--- src/rtl/sle_pkg.sv ---
// Package of the serial line editor: character codes, sizes and the
// operation record passed from the front end to the back end.
// No dependencies.
`default_nettype none

package sle_pkg;

    localparam int LINE_CAPACITY = 64;
    localparam int CNT_W = $clog2(LINE_CAPACITY);
    localparam int ITEM_MAX = (LINE_CAPACITY - 1 > 5) ? LINE_CAPACITY - 1 : 5;
    localparam int K_W = $clog2(ITEM_MAX + 1);
    localparam int QUEUE_DEPTH = 4;
    localparam int QA_W = $clog2(QUEUE_DEPTH);

    localparam logic [7:0] CH_BS     = 8'h08;
    localparam logic [7:0] CH_DEL    = 8'h7F;
    localparam logic [7:0] CH_LF     = 8'h0A;
    localparam logic [7:0] CH_CR     = 8'h0D;
    localparam logic [7:0] CH_PROMPT = 8'h3E;
    localparam logic [7:0] CH_SPACE  = 8'h20;

    typedef enum logic [1:0] {
        K_NONE = 2'd0,
        K_BS   = 2'd1,
        K_DONE = 2'd2,
        K_CHAR = 2'd3
    } t_kind;

    typedef struct packed {
        logic             prompt;
        t_kind            kind;
        logic [7:0]       ch;
        logic [CNT_W-1:0] idx;
    } t_op;

endpackage

`default_nettype wire

--- src/rtl/sle_front.sv ---
// Front end of the serial line editor: accepts received bytes, keeps the
// line count and prompt flag, and issues at most one operation per byte.
// Depends on sle_pkg.
`default_nettype none

module sle_front (
    input  wire logic        i_clk,
    input  wire logic        i_rst_n,
    input  wire logic        i_valid,
    input  wire logic [7:0]  i_byte,
    input  wire logic        i_full,
    output logic             o_ready,
    output logic             o_push,
    output sle_pkg::t_op     o_op
);
    import sle_pkg::*;

    logic [CNT_W-1:0] r_cnt, n_cnt;
    logic             r_prompt, n_prompt;
    logic             accept;

    assign o_ready = !i_full;
    assign accept  = i_valid && o_ready;

    always_comb begin
        n_cnt       = r_cnt;
        n_prompt    = r_prompt;
        o_op.prompt = (r_cnt == '0) && r_prompt;
        o_op.ch     = i_byte;
        o_op.idx    = r_cnt;
        o_op.kind   = K_NONE;
        if (i_byte == CH_BS || i_byte == CH_DEL) begin
            if (r_cnt != '0) begin
                o_op.kind = K_BS;
                n_cnt     = r_cnt - 1'b1;
            end
        end else if (i_byte == CH_LF || i_byte == CH_CR ||
                     r_cnt >= CNT_W'(LINE_CAPACITY - 1)) begin
            o_op.kind = K_DONE;
            n_cnt     = '0;
        end else begin
            o_op.kind = K_CHAR;
            n_cnt     = r_cnt + 1'b1;
        end
        if (o_op.prompt) begin
            n_prompt = 1'b0;
        end
        if (o_op.kind == K_DONE) begin
            n_prompt = 1'b1;
        end
        o_push = accept && (o_op.kind != K_NONE || o_op.prompt);
    end

    always_ff @(posedge i_clk) begin
        if (!i_rst_n) begin
            r_cnt    <= '0;
            r_prompt <= 1'b1;
        end else if (accept) begin
            r_cnt    <= n_cnt;
            r_prompt <= n_prompt;
        end
    end

    a_cnt_range: assert property (@(posedge i_clk) disable iff (!i_rst_n)
        r_cnt <= CNT_W'(LINE_CAPACITY - 1))
        else $error("line count beyond capacity");

endmodule

`default_nettype wire

--- src/rtl/sle_queue.sv ---
// Short operation queue between the front end and the back end.
// Depends on sle_pkg.
`default_nettype none

module sle_queue (
    input  wire logic         i_clk,
    input  wire logic         i_rst_n,
    input  wire logic         i_push,
    input  wire sle_pkg::t_op i_op,
    input  wire logic         i_pop,
    output logic              o_full,
    output logic              o_empty,
    output sle_pkg::t_op      o_head
);
    import sle_pkg::*;

    t_op           r_ent [QUEUE_DEPTH];
    logic [QA_W-1:0] r_wp, r_rp;
    logic [QA_W:0]   r_cnt;

    assign o_full  = r_cnt == (QA_W + 1)'(QUEUE_DEPTH);
    assign o_empty = r_cnt == '0;
    assign o_head  = r_ent[r_rp];

    always_ff @(posedge i_clk) begin
        if (i_push) begin
            r_ent[r_wp] <= i_op;
        end
    end

    always_ff @(posedge i_clk) begin
        if (!i_rst_n) begin
            r_wp  <= '0;
            r_rp  <= '0;
            r_cnt <= '0;
        end else begin
            if (i_push) begin
                r_wp <= r_wp + 1'b1;
            end
            if (i_pop) begin
                r_rp <= r_rp + 1'b1;
            end
            r_cnt <= r_cnt + (QA_W + 1)'(i_push) - (QA_W + 1)'(i_pop);
        end
    end

    a_no_overflow: assert property (@(posedge i_clk) disable iff (!i_rst_n)
        i_push |-> !o_full)
        else $error("push into a full queue");

    a_no_underflow: assert property (@(posedge i_clk) disable iff (!i_rst_n)
        i_pop |-> !o_empty)
        else $error("pop from an empty queue");

endmodule

`default_nettype wire

--- src/rtl/sle_back.sv ---
// Back end of the serial line editor: holds the line store, carries out
// each operation and sequences its echo and command items into the output.
// Depends on sle_pkg.
`default_nettype none

module sle_back (
    input  wire logic         i_clk,
    input  wire logic         i_rst_n,
    input  wire logic         i_empty,
    input  wire sle_pkg::t_op i_head,
    output logic              o_pop,
    output logic              o_valid,
    input  wire logic         i_ready,
    output logic              o_echo_valid,
    output logic [7:0]        o_echo_byte,
    output logic              o_cmd_valid,
    output logic [7:0]        o_cmd_byte,
    output logic              o_cmd_end,
    output logic              o_last
);
    import sle_pkg::*;

    typedef enum logic [1:0] {
        S_IDLE = 2'b01,
        S_RUN  = 2'b10
    } t_bstate;

    t_bstate        r_state, n_state;
    t_op            r_op;
    logic [7:0]     r_mem [LINE_CAPACITY];
    logic [7:0]     r_rd;
    logic [K_W-1:0] r_k, n_k;
    logic           r_ov;

    logic [K_W-1:0] base, ne, ncmd, items, j;
    logic           emit;
    logic           it_ev, it_cv, it_ce, it_last;
    logic [7:0]     it_eb;

    always_comb begin
        base  = r_op.prompt ? K_W'(2) : K_W'(0);
        case (r_op.kind)
            K_BS:    ne = base + K_W'(3);
            K_DONE:  ne = base + K_W'(2);
            K_CHAR:  ne = base + K_W'(1);
            default: ne = base;
        endcase
        ncmd    = (r_op.kind == K_DONE) ? K_W'(r_op.idx) : '0;
        items   = (ne > ncmd) ? ne : ncmd;
        j       = r_k - base;
        it_ev   = r_k < ne;
        it_cv   = r_k < ncmd;
        it_ce   = (r_op.kind == K_DONE) &&
                  (r_k == ((ncmd != '0) ? ncmd - 1'b1 : '0));
        it_last = r_k == items - 1'b1;
        it_eb   = '0;
        if (it_ev) begin
            if (r_op.prompt && r_k == K_W'(0)) begin
                it_eb = CH_PROMPT;
            end else if (r_op.prompt && r_k == K_W'(1)) begin
                it_eb = CH_SPACE;
            end else begin
                case (r_op.kind)
                    K_BS:    it_eb = (j == K_W'(1)) ? CH_SPACE : CH_BS;
                    K_DONE:  it_eb = (j == K_W'(0)) ? CH_LF : CH_CR;
                    K_CHAR:  it_eb = r_op.ch;
                    default: it_eb = '0;
                endcase
            end
        end
    end

    always_comb begin
        emit    = (r_state == S_RUN) && (!r_ov || i_ready);
        o_pop   = (r_state == S_IDLE) && !i_empty;
        n_state = r_state;
        n_k     = r_k;
        case (r_state)
            S_IDLE: begin
                if (o_pop) begin
                    n_state = S_RUN;
                    n_k     = '0;
                end
            end
            S_RUN: begin
                if (emit) begin
                    if (it_last) begin
                        n_state = S_IDLE;
                    end else begin
                        n_k = r_k + 1'b1;
                    end
                end
            end
            default: n_state = S_IDLE;
        endcase
    end

    always_ff @(posedge i_clk) begin
        if (o_pop && i_head.kind == K_CHAR) begin
            r_mem[i_head.idx] <= i_head.ch;
        end
        r_rd <= r_mem[n_k[CNT_W-1:0]];
        if (o_pop) begin
            r_op <= i_head;
        end
        if (emit) begin
            o_echo_valid <= it_ev;
            o_echo_byte  <= it_eb;
            o_cmd_valid  <= it_cv;
            o_cmd_byte   <= it_cv ? r_rd : 8'h00;
            o_cmd_end    <= it_ce;
            o_last       <= it_last;
        end
    end

    always_ff @(posedge i_clk) begin
        if (!i_rst_n) begin
            r_state <= S_IDLE;
            r_k     <= '0;
            r_ov    <= 1'b0;
        end else begin
            r_state <= n_state;
            r_k     <= n_k;
            if (emit) begin
                r_ov <= 1'b1;
            end else if (i_ready) begin
                r_ov <= 1'b0;
            end
        end
    end

    assign o_valid = r_ov;

    a_last_ends_op: assert property (@(posedge i_clk) disable iff (!i_rst_n)
        emit && it_last |=> r_state == S_IDLE)
        else $error("sequencer kept running after the last item");

    a_index_bound: assert property (@(posedge i_clk) disable iff (!i_rst_n)
        r_state == S_RUN |-> r_k < items)
        else $error("item index ran past the item count");

endmodule

`default_nettype wire

--- src/rtl/serial_line_editor_top.sv ---
// Top level of the serial line editor: front end, operation queue and
// back end. Depends on sle_pkg, sle_front, sle_queue and sle_back.
//
// Received terminal bytes enter on the slave stream (tdata[7:0] = rx_byte),
// one transfer per byte. Each byte yields zero or more result transfers on
// the master stream: tdata holds echo_byte in bits 7:0 and cmd_byte in bits
// 15:8, tuser holds echo_valid, cmd_valid and cmd_end from bit 0 up, and
// tlast marks the final result of the byte. Echo characters cover the
// prompt, backspace erasure, line-end CR/LF and the typed character; when a
// line completes, its stored characters come out on the same transfers.
// The first result of a byte leaves through the queue entry, the back-end
// operation register and the output register; the results of one byte then
// follow at one per cycle while the master side accepts them, and an idle
// sequencer state separates consecutive bytes. A byte yields max(echo
// count, command length) results, the sequencer reading the line store one
// entry per cycle. A four-entry queue lets the input side keep taking bytes
// while results wait. A stall on the master side holds the current result;
// the input side stalls only when the queue is full. Reset empties the
// queue and the line and makes a prompt owed; the line store is not cleared.
`default_nettype none

module serial_line_editor_top (
    input  wire logic        i_clk,
    input  wire logic        i_rst_n,
    input  wire logic        i_s_axis_tvalid,
    output logic             o_s_axis_tready,
    input  wire logic [7:0]  i_s_axis_tdata,   // rx_byte
    output logic             o_m_axis_tvalid,
    input  wire logic        i_m_axis_tready,
    output logic [15:0]      o_m_axis_tdata,   // echo_byte, cmd_byte
    output logic [2:0]       o_m_axis_tuser,   // echo_valid, cmd_valid, cmd_end
    output logic             o_m_axis_tlast
);
    import sle_pkg::*;

    t_op  front_op, head_op;
    logic push, pop, full, empty;
    logic echo_valid, cmd_valid, cmd_end;
    logic [7:0] echo_byte, cmd_byte;

    sle_front u_front (
        .i_clk   (i_clk),
        .i_rst_n (i_rst_n),
        .i_valid (i_s_axis_tvalid),
        .i_byte  (i_s_axis_tdata),
        .i_full  (full),
        .o_ready (o_s_axis_tready),
        .o_push  (push),
        .o_op    (front_op)
    );

    sle_queue u_queue (
        .i_clk   (i_clk),
        .i_rst_n (i_rst_n),
        .i_push  (push),
        .i_op    (front_op),
        .i_pop   (pop),
        .o_full  (full),
        .o_empty (empty),
        .o_head  (head_op)
    );

    sle_back u_back (
        .i_clk        (i_clk),
        .i_rst_n      (i_rst_n),
        .i_empty      (empty),
        .i_head       (head_op),
        .o_pop        (pop),
        .o_valid      (o_m_axis_tvalid),
        .i_ready      (i_m_axis_tready),
        .o_echo_valid (echo_valid),
        .o_echo_byte  (echo_byte),
        .o_cmd_valid  (cmd_valid),
        .o_cmd_byte   (cmd_byte),
        .o_cmd_end    (cmd_end),
        .o_last       (o_m_axis_tlast)
    );

    assign o_m_axis_tdata = {cmd_byte, echo_byte};
    assign o_m_axis_tuser = {cmd_end, cmd_valid, echo_valid};

endmodule

`default_nettype wire

--- config.mk ---
export PLATFORM = sky130hd
export DESIGN_NAME = serial_line_editor_top
export DESIGN_NICKNAME = d
export VERILOG_FILES = /design/src/rtl/sle_pkg.sv /design/src/rtl/sle_front.sv /design/src/rtl/sle_queue.sv /design/src/rtl/sle_back.sv /design/src/rtl/serial_line_editor_top.sv
export SDC_FILE = /design/constraint.sdc
export NUM_CORES = 1
export LEC_CHECK = 0
export ABC_AREA = 1
export BUFFER_PORTS_ARGS = -buffer_cell sky130_fd_sc_hd__buf_2
export CORE_MARGIN = 1
export CORE_UTILIZATION = 45
export CTS_BUF_LIST = sky130_fd_sc_hd__clkbuf_16
export DETAILED_ROUTE_END_ITERATION = 6
export PLACE_DENSITY = 0.58
export SYNTH_ARGS = -nofsm -noshare
export SYNTH_HDL_FRONTEND = slang
export SYNTH_SLANG_ARGS = --single-unit
--- constraint.sdc ---
create_clock -name i_clk -period 5.66 [get_ports i_clk]
set_clock_uncertainty 0.1 [all_clocks]
set_input_delay 0.283 -clock i_clk [delete_from_list [all_inputs] [get_ports i_clk]]
set_output_delay 0.283 -clock i_clk [all_outputs]
set_load 0.1 [all_outputs]
==> results of run 1 <==
==> cells in the mapped netlist (8+ instances only) <==
cell type,number,area share (%)
inv_1,398,5.1
nand2_1,454,5.8
buf_4,22,0.56
a21oi_1,31,0.53
nand2_2,11,0.24
buf_2,93,1.6
dfxtp_1,33,2.3
nand3_2,8,0.27
o22ai_1,12,0.26
o21ai_0,41,0.70
ha_1,26,1.1
edfxtp_1,617,63
nor2_1,143,1.8
nand3_1,554,9.5
clkbuf_1,31,0.40
nand4_1,16,0.34
xor2_1,17,0.51
nand3b_1,163,4.2
==> area by class of cell <==
class                      instances  area [um2]
fill                            5681       31200
sequential                       650       19200
multi-input combinational       1524        7960
clock buffer                      70        1750
inverter                         409        1550
timing repair buffer             151        1210
tap                              855        1070
clock inverter                    58         379
==> critical path: cells and delay by family, from the launching register on <==
kind          cells  cell delay (ns)
simple gates     24             2.83
buf+inv           3             0.83
fa+ha+maj         2             0.68
flops             1             0.49
xor+xnor          1             0.17
==> power by group through the flow <==
stage | registers (mW) | clock network [mW] | logic (mW)
global placement | 6.76 | 0 | 3.58
floorplan | 6.87 | 0 | 2.00
finish | 6.67 | 4.27 | 3.65
CTS | 6.67 | 4.36 | 3.64
global route | 6.70 | 4.52 | 3.95
detailed placement | 6.77 | 0 | 3.63
==> cells by family (layout without fill, tap and decap cells) <==
family,Yosys count,after routing
simple gates,1371,1371
flops,650,650
buf+inv,557,688
compound gates,109,109
fa+ha+maj,27,27
xor+xnor,17,17
==> registers in the layout, summed over array words and instances (netlist names), 2 cells and up, named ones only <==
register	count
u_back.r_op	17
u_back.r_k	6
u_back.o_echo_byte	8
u_back.o_cmd_byte	8
u_queue.r_rp	2
u_queue.r_wp	2
u_front.r_cnt	6
u_queue.r_cnt	3
u_back.r_rd	8
u_back.r_mem	512
u_back.r_state	2
u_queue.r_ent	68
==> path summary, 6_finish.rpt <==
check / start / end / slack (ns) / depth (start not counted)
min: u_queue.r_rp[1] / flip-flop / 0.36 / 2
max: u_back.r_op[14] / u_back.r_rd[0] / 0.32 / 30
max reg2reg: u_back.r_op[14] / u_back.r_rd[0] / 0.32 / 30
min reg2reg: u_queue.r_rp[1] / flip-flop / 0.36 / 2
==> routing by layer <==
| layer | wire length [um] | up-vias |
|---|---|---|
| met5 | 0 | - |
| met4 | 2120 | 0 |
| met3 | 5410 | 140 |
| met2 | 36600 | 781 |
| met1 | 33800 | 9808 |
| li1 | - | 9454 |
==> through the flow <==
step / total power [mW] / cells
2_1_floorplan: 8.87 / 2731
3_3_place_gp: 10.3 / 3578
3_5_place_dp: 10.4 / 3578
4_1_cts: 14.7 / 3717
5_1_grt: 15.2 / 3717
6_report: 14.6 / 3717
==> what timing repair did <==
action,4_1_cts,5_1_grt
hold buffers,11,0
gates resized for setup,0,5
endpoints found under the hold margin,45,0
setup endpoints to repair,0,8
==> impl_metrics.env, run 1 <==
export IMPL_rsz0062_at_grt="no"
export IMPL_final_common_cell="edfxtp_1"
export IMPL_synth_compound_area_share_pct=2.15
export IMPL_start_util_pct=45.5
export IMPL_grt_overflow=0
export IMPL_irDropWorstVdd_mv=0.481
export IMPL_gr_usage_met3_pct=3.05
export IMPL_initialDrtViolationCount=1939
export IMPL_maxSlewHeadroom_pct=25.4
export IMPL_syn_to_final_growth_pct=13.1
export IMPL_cp_slowest_stage_delay_ns=0.49
export IMPL_leakagePower_nw=13.2
export IMPL_finalCritPeriodShare_pct=94.3
export IMPL_end_kind="flip-flop"
export IMPL_place_congestion=0.887
export IMPL_setup_viol=0
export IMPL_yosys_warnings=0
export IMPL_fp_dieW_um=257
export IMPL_yosys_most_used_dff="edfxtp_1"
export IMPL_maxSlewViolCount=0
export IMPL_post_cts_setup_buffer_count=0
export IMPL_dieArea_um2=66100
export IMPL_hold_slack_ns=0.362
export IMPL_syn_num_nets=2770
export IMPL_core_um2=64300
export IMPL_power_frac_comb_pct=25.0
export IMPL_vias=20183
export IMPL_min_period_ns=5.34
export IMPL_wl_per_cell_um=20.9
export IMPL_synth_xor_area_share_pct=0.509
export IMPL_fin_ws_ns=0.325
export IMPL_antenna_found_initial=1
export IMPL_htreeDepth=3
export IMPL_p_int_mw=9.62
export IMPL_switching_share_pct=34.1
export IMPL_cts_tree="done"
export IMPL_synthMuxAreaShare_pct=0
export IMPL_routed_wl_mm=77.9
export IMPL_clk_pin_slew_ns=0.06
export IMPL_clk_path_buf_depth=3
export IMPL_cpMaxStageDelayCell="edfxtp_1"
export IMPL_dp_hpwl_mm=45.3
export IMPL_ys_ff_latch=650
export IMPL_tns_ns=0
export IMPL_final_cell_mix="edfxtp_1 (617), nand3_1 (554), nand2_1 (450)"
export IMPL_port_buffers=33
export IMPL_postRouteAntennaNets=0
export IMPL_design_area_um2=33100
export IMPL_cp_max_fo=105
export IMPL_worstHoldPathType="reg -> reg"
export IMPL_grt_pass1_vias=19476
export IMPL_diodes=0
export IMPL_gr_max_usage_layer="met2"
export IMPL_crit_arrival_ns=5.71
export IMPL_startpoint_type="flip-flop"
export IMPL_pwr_share_clk_pct=29.3
export IMPL_tightest_slew_ns=1.12
export IMPL_final_nets=2845
export IMPL_switchingPower_mw=4.97
export IMPL_maxCapViolCount=0
export IMPL_synth_edf_count=617
export IMPL_postPlaceCellArea_um2=30900
export IMPL_critPathRequiredTime_ns=6.04
export IMPL_gr_usage_met1_pct=32.8
export IMPL_grt_pass1_wl_mm=118
export IMPL_via_per_inst=5.43
export IMPL_grt_max_degree=129
export IMPL_fin_util_pct=51.4
export IMPL_cts_root_buf="clkbuf_16"
export IMPL_clk_latency_ns=0.62
export IMPL_yosys_area_share_simple_pct=22.8
export IMPL_pre_cts_slack_ns=0.246
export IMPL_dr_pass1_iters=5
export IMPL_synth_cell_area_um2=29300
export IMPL_clock_sinks=650
export IMPL_netlist_instances=2731
export IMPL_clock_fmax_ghz=0.187
export IMPL_track_usage_pct=23.4
export IMPL_rows=93
export IMPL_drive_gt1_share_pct=10.2
export IMPL_async_reset_ff_share_pct=0
export IMPL_status="complete, no violations"
export IMPL_crit_type="reg -> reg"
export IMPL_die_h_um=257
export IMPL_synth_adder_area_share_pct=1.18
export IMPL_final_hold_viol_count=0
export IMPL_synth_top_family_by_area="simple AND/OR/NAND/NOR gates"
export IMPL_synth_cell_type_count=44
export IMPL_power_density_nw_per_um2=441
export IMPL_ys_seq_area_share_pct=65.5
export IMPL_cts_buffers=70
export IMPL_met2_usage_pct=37.7
export IMPL_io_pins=34
export IMPL_route_detailed_drc=0
export IMPL_seqPwrFrac_pct=45.7
export IMPL_avgSynthCellArea_um2=10.7
export IMPL_path_common_cell="nand2_1"
Note: power is estimated with default switching activity, not from simulation.
==> run 2, diff against run 1 <==
--- a/config.mk
+++ b/config.mk
@@ -11,6 +11,7 @@
 export CORE_UTILIZATION = 45
 export CTS_BUF_LIST = sky130_fd_sc_hd__clkbuf_16
 export DETAILED_ROUTE_END_ITERATION = 6
+export GPL_TIMING_DRIVEN = 0
 export PLACE_DENSITY = 0.58
 export SYNTH_ARGS = -nofsm -noshare
 export SYNTH_HDL_FRONTEND = slang
==> run 2 against run 1 <==
- clock-buffer cell count rose by 3
- clock power rose by 2%
- sequential cell count did not move
- first-iteration DRC count rose by 6.5%
- worst setup slack got worse by 0.023 ns
- final area rose by 1.2%
- via count rose by 2.1%
- critical path type unchanged
- critical endpoint is now u_back.r_rd[2]
==> impl_metrics.env, run 2 (same netlist as run 1, synthesis figures left out) <==
export IMPL_status="complete, no violations"
export IMPL_core_um2=64300
export IMPL_finalCritPeriodShare_pct=94.7
export IMPL_p_int_mw=10.1
export IMPL_maxSlewHeadroom_pct=9.00
export IMPL_cp_max_fo=10
export IMPL_switching_share_pct=33.3
export IMPL_clk_latency_ns=0.61
export IMPL_power_density_nw_per_um2=450
export IMPL_grt_pass1_vias=20210
export IMPL_final_common_cell="edfxtp_1"
export IMPL_leakagePower_nw=13.4
export IMPL_design_area_um2=33500
export IMPL_wl_per_cell_um=21.9
export IMPL_crit_arrival_ns=5.72
export IMPL_start_util_pct=45.5
export IMPL_critPathRequiredTime_ns=6.02
export IMPL_cts_root_buf="clkbuf_16"
export IMPL_hold_slack_ns=0.364
export IMPL_rows=93
export IMPL_worstHoldPathType="in -> reg"
export IMPL_final_cell_mix="edfxtp_1 (617), nand3_1 (554), nand2_1 (452)"
export IMPL_path_common_cell="nand2_1"
export IMPL_route_detailed_drc=0
export IMPL_maxCapViolCount=0
export IMPL_largest_reg_flops=512
export IMPL_dr_pass1_iters=6
export IMPL_vias=20597
export IMPL_final_hold_viol_count=0
export IMPL_routed_wl_mm=82.9
export IMPL_final_nets=2913
export IMPL_dp_hpwl_mm=58.7
export IMPL_tns_ns=0
export IMPL_crit_type="reg -> reg"
export IMPL_cpMaxStageDelayCell="buf_2"
export IMPL_switchingPower_mw=5.02
export IMPL_grt_overflow=0
export IMPL_htreeDepth=3
export IMPL_min_period_ns=5.36
export IMPL_tightest_slew_ns=1.36
export IMPL_cts_buffers=72
export IMPL_postRouteAntennaNets=0
export IMPL_port_buffers=32
export IMPL_reg2reg_to="u_back.r_rd[2]"
export IMPL_clk_pin_slew_ns=0.06
export IMPL_antenna_found_initial=2
export IMPL_worstReg2RegStart="u_back.r_op[15]"
export IMPL_startpoint_type="flip-flop"
export IMPL_via_per_inst=5.44
export IMPL_grt_pass1_wl_mm=124
export IMPL_cts_tree="done"
export IMPL_reg2regPathDepth=32
export IMPL_syn_to_final_growth_pct=14.4
export IMPL_fp_dieW_um=257
export IMPL_r2r_setup_slack_ns=0.30
export IMPL_io_pins=34
export IMPL_drive_gt1_share_pct=11.2
export IMPL_postPlaceCellArea_um2=31200
export IMPL_min_to="u_queue.r_ent[2][7]"
export IMPL_initialDrtViolationCount=2066
export IMPL_maxSlewViolCount=0
export IMPL_grt_max_degree=27
export IMPL_hold_depth=2
export IMPL_regMostFlops="u_back.r_mem"
export IMPL_place_congestion=0.942
export IMPL_irDropWorstVdd_mv=0.422
export IMPL_clock_sinks=650
export IMPL_min_from="i_s_axis_tdata[1]"
export IMPL_fin_util_pct=52.1
export IMPL_dieArea_um2=66100
export IMPL_power_frac_comb_pct=27.5
export IMPL_seqPwrFrac_pct=43.8
export IMPL_die_h_um=257
export IMPL_setup_viol=0
export IMPL_cp_slowest_stage_delay_ns=0.38
export IMPL_pwr_share_clk_pct=28.8
export IMPL_reg_top3="u_back.r_mem: 512 flops, u_queue.r_ent: 68 flops, u_back.r_op: 17 flops"
export IMPL_track_usage_pct=25.3
export IMPL_clk_path_buf_depth=3
export IMPL_end_kind="flip-flop"
export IMPL_clock_fmax_ghz=0.187
==> run 2: cell types whose count changed in the layout (fill, tap and decap cells not counted), sizes merged <==
cell	change
diode	+3
inv	+10
clkbuf	+39
clkinvlp	-4
buf	+30
bufinv	+1
clkinv	-9
==> run 2: layout make-up <==
type	count	area, um2
fill	5703	30800
timing repair buffer	69	828
buffer	148	777
antenna	3	7.51
clock inverter	56	340
inverter	409	1540
multi-input combinational	1524	7920
sequential	650	19200
tap	855	1070
clock buffer	73	1830
==> run 2: how the worst max path moves through the flow <==
stage                          from                  end  cells past startpoint
floorplan           u_back.r_op[14]       u_back.r_rd[3]                     32
global placement          flip-flop  u_back.r_mem[31][3]                      5
detailed placement  u_back.r_op[14]       u_back.r_rd[3]                     32
CTS                 u_back.r_op[14]       u_back.r_rd[3]                     32
global route        u_back.r_op[15]       u_back.r_rd[1]                     33
finish              u_back.r_op[15]       u_back.r_rd[2]                     32
==> run 2: through the flow <==
| stage | setup WS [ns] | instances | total power [mW] |
|---|---|---|---|
| 6_report | 0.302 | 3787 | 15.1 |
| 4_1_cts | 0.0104 | 3782 | 15.1 |
| 3_5_place_dp | 0.0215 | 3642 | 10.8 |
| 3_3_place_gp | -2.63 | 3618 | 10.4 |
| 2_1_floorplan | 1.66 | 2731 | 8.87 |
| 5_1_grt | -0.0106 | 3784 | 15.7 |
==> run 2: metal layers <==
layer  up-vias  wire, um  track usage [%]
met3       153      5170             3.74
met2       737     40100             42.0
met1     10096     35000             34.1
li1       9611         -                -
met4         0      2560             8.47
met5         -         0                0
==> run 2: power by group through the flow <==
| stage | Combinational [mW] | Clock [mW] | Sequential [mW] |
|---|---|---|---|
| 6_report | 4.14 | 4.34 | 6.61 |
| 2_1_floorplan | 2.00 | 0 | 6.87 |
| 3_3_place_gp | 3.40 | 0 | 6.95 |
| 3_5_place_dp | 4.11 | 0 | 6.71 |
| 5_1_grt | 4.47 | 4.60 | 6.64 |
| 4_1_cts | 4.13 | 4.40 | 6.61 |
==> run 2: repair_timing <==
| item | 4_1_cts | 5_1_grt |
|---|---|---|
| gates resized for setup | 0 | 13 |
| setup endpoints to repair | 0 | 8 |
| hold endpoints to repair | 39 | 0 |
| hold buffers | 11 | 0 |
| setup buffers | 0 | 2 |
==> run 2: worst max-delay path, delay by kind of cell, from the launching register on <==
family	cells	cell delay (ns)
adder cells (fa/ha/maj)	3	0.81
XOR/XNOR	1	0.14
flip-flops	1	0.32
AND/OR/NAND/NOR	23	2.56
buffers and inverters	5	1.27
==> run 3, diff against run 2 <==
--- a/config.mk
+++ b/config.mk
@@ -8,11 +8,12 @@
 export ABC_AREA = 1
 export BUFFER_PORTS_ARGS = -buffer_cell sky130_fd_sc_hd__buf_2
 export CORE_MARGIN = 1
-export CORE_UTILIZATION = 45
+export CORE_UTILIZATION = 29
 export CTS_BUF_LIST = sky130_fd_sc_hd__clkbuf_16
 export DETAILED_ROUTE_END_ITERATION = 6
 export GPL_TIMING_DRIVEN = 0
-export PLACE_DENSITY = 0.58
+export PLACE_DENSITY = 0.41
+export REMOVE_ABC_BUFFERS = 1
 export SYNTH_ARGS = -nofsm -noshare
 export SYNTH_HDL_FRONTEND = slang
 export SYNTH_SLANG_ARGS = --single-unit
==> run 3 against run 2 <==
- final cell count up 9.0%
- global-route usage down 8.4 points
- fmax down 1.4%
- clock power up 12%
- largest power group unchanged
==> impl_metrics.env, run 3 (same netlist as run 1, synthesis figures left out) <==
export IMPL_grt_max_degree=65
export IMPL_min_period_ns=5.43
export IMPL_track_usage_pct=16.9
export IMPL_crit_type="reg -> reg"
export IMPL_dp_cells=3951
export IMPL_largest_reg_flops=512
export IMPL_status="complete, no violations"
export IMPL_tightest_slew_ns=1.36
export IMPL_start_util_pct=29.3
export IMPL_power_density_nw_per_um2=453
export IMPL_diodes=0
export IMPL_setup_viol=0
export IMPL_port_buffers=33
export IMPL_startpoint_type="flip-flop"
export IMPL_design_area_um2=34700
export IMPL_maxCapViolCount=0
export IMPL_grt_overflow=0
export IMPL_crit_arrival_ns=5.90
export IMPL_path_common_cell="nand2_1"
export IMPL_final_nets=2813
export IMPL_critPathRequiredTime_ns=6.12
export IMPL_final_cell_count_no_fill=4128
export IMPL_drive_gt1_share_pct=10.1
export IMPL_final_common_cell="edfxtp_1"
export IMPL_clk_latency_ns=0.62
export IMPL_antenna_found_initial=0
export IMPL_clock_sinks=650
export IMPL_fp_dieW_um=320
export IMPL_cp_max_fo=45
export IMPL_cp_slowest_stage_delay_ns=0.40
export IMPL_irDropWorstVdd_mv=0.246
export IMPL_place_congestion=0.810
export IMPL_leakagePower_nw=13.5
export IMPL_regMostFlops="u_back.r_mem"
export IMPL_initialDrtViolationCount=1427
export IMPL_clk_path_buf_depth=3
export IMPL_maxSlewHeadroom_pct=9.38
export IMPL_cts_buffers=74
export IMPL_dr_pass1_iters=5
export IMPL_crit_path_start="u_back.r_op[14]"
export IMPL_via_per_inst=4.76
export IMPL_finalCritPeriodShare_pct=96.0
export IMPL_route_detailed_drc=0
export IMPL_clk_pin_slew_ns=0.06
export IMPL_rsz0062_at_grt="yes"
export IMPL_worstReg2RegStart="u_back.r_op[14]"
export IMPL_cts_tree="done"
export IMPL_reg_top3="u_back.r_mem: 512 flops, u_queue.r_ent: 68 flops, u_back.r_op: 17 flops"
export IMPL_worstHoldPathType="in -> reg"
export IMPL_clock_fmax_ghz=0.184
export IMPL_vias=19669
export IMPL_path_delay_family="simple AND/OR/NAND/NOR gates"
export IMPL_final_cell_mix="edfxtp_1 (617), nand3_1 (541), nand2_1 (448)"
export IMPL_postPlaceCellArea_um2=31400
export IMPL_cpMaxStageDelayCell="edfxtp_1"
export IMPL_rows=116
export IMPL_postRouteAntennaNets=0
export IMPL_htreeDepth=3
export IMPL_end_kind="flip-flop"
export IMPL_final_hold_viol_count=0
export IMPL_cts_root_buf="clkbuf_16"
export IMPL_io_pins=34
export IMPL_core_um2=100000
export IMPL_die_h_um=320
export IMPL_syn_to_final_growth_pct=18.6
export IMPL_grt_pass1_wl_mm=128
export IMPL_grt_pass1_vias=19202
export IMPL_path_buf_inv=5
export IMPL_maxSlewViolCount=0
export IMPL_min_from="i_s_axis_tdata[5]"
export IMPL_wl_per_cell_um=21.4
export IMPL_routed_wl_mm=88.5
export IMPL_dp_hpwl_mm=49.6
export IMPL_dieArea_um2=102000
run 3: cell count changes in the layout (fill, tap and decap cells not counted), moves of 11 or more:
cell and delta:
buf_2 -86, clkbuf_1 -29, inv_1 -16, buf_4 -14, nand3_1 -13, buf_16 +11
nand3_2 +11
run 3: what timing repair did:
action                                  4_1_cts  5_1_grt
endpoints found under the setup margin        9      332
cloned                                       18        7
gates resized for setup                      18       28
hold buffers                                 11        0
hold endpoints to repair                     45        0
setup buffers                                 6        4
pin swaps                                     5        3
run 3: final timing paths:
kind / endpoint / slack [ns] / cells after the start
worst max-delay path: u_back.r_rd[7] / 0.23 / 34
worst min-delay path: u_queue.r_ent[3][11] / 0.35 / 2
worst max register to register: u_back.r_rd[7] / 0.23 / 34
worst min register to register: flip-flop / 0.36 / 2
run 3: layout make-up:
class	count	area [um2]
Clock buffer	78	1950
Multi-Input combinational cell	1530	8180
Timing Repair Buffer	107	1680
Fill cell	9888	65300
Timing Repair inverter	2	21.3
Tap cell	1298	1620
Sequential cell	650	19200
Clock inverter	54	479
Inverter	409	1590
run 3: where the power goes:
group	internal, mW	total [mW]	switching, mW	leakage (nW)
Combinational	1.16	4.25	3.09	6.44
Sequential	6.49	6.65	0.163	5.83
Clock	2.89	4.84	1.94	1.23
run 3: metrics by stage:
stage | setup WS, ns | util [%] | TNS (ns) | total power [mW] | hold slack, ns
CTS | 0.0255 | 34.5 | 0 | 15.8 | 0.309
global route | -0.0199 | 34.7 | -0.151 | 16.4 | 0.328
detailed placement | -2.05 | 31.4 | -16.55 | 10.8 | 0.363
finish | 0.227 | 34.7 | 0 | 15.7 | 0.349
global placement | -17.81 | 30.3 | -1550.12 | 10.3 | 0.350
floorplan | -6.14 | - | -53.81 | 8.80 | 0.252
run 3: worst reg2reg max path, delay by kind of cell (launching register included):
family | cells | cell delay, ns
XOR/XNOR | 1 | 0.15
adder cells (fa/ha/maj) | 3 | 0.77
buffers and inverters | 5 | 0.88
flip-flops | 1 | 0.40
AND/OR/NAND/NOR | 25 | 3.08
run 3: layer usage:
layer / GRT usage, % / up-vias / routed length [um]
li1: - / 9420 / -
met1: 22.7 / 9645 / 40000
met2: 28.0 / 486 / 42000
met3: 2.45 / 118 / 4210
met4: 5.49 / 0 / 2290
met5: 0 / - / 0
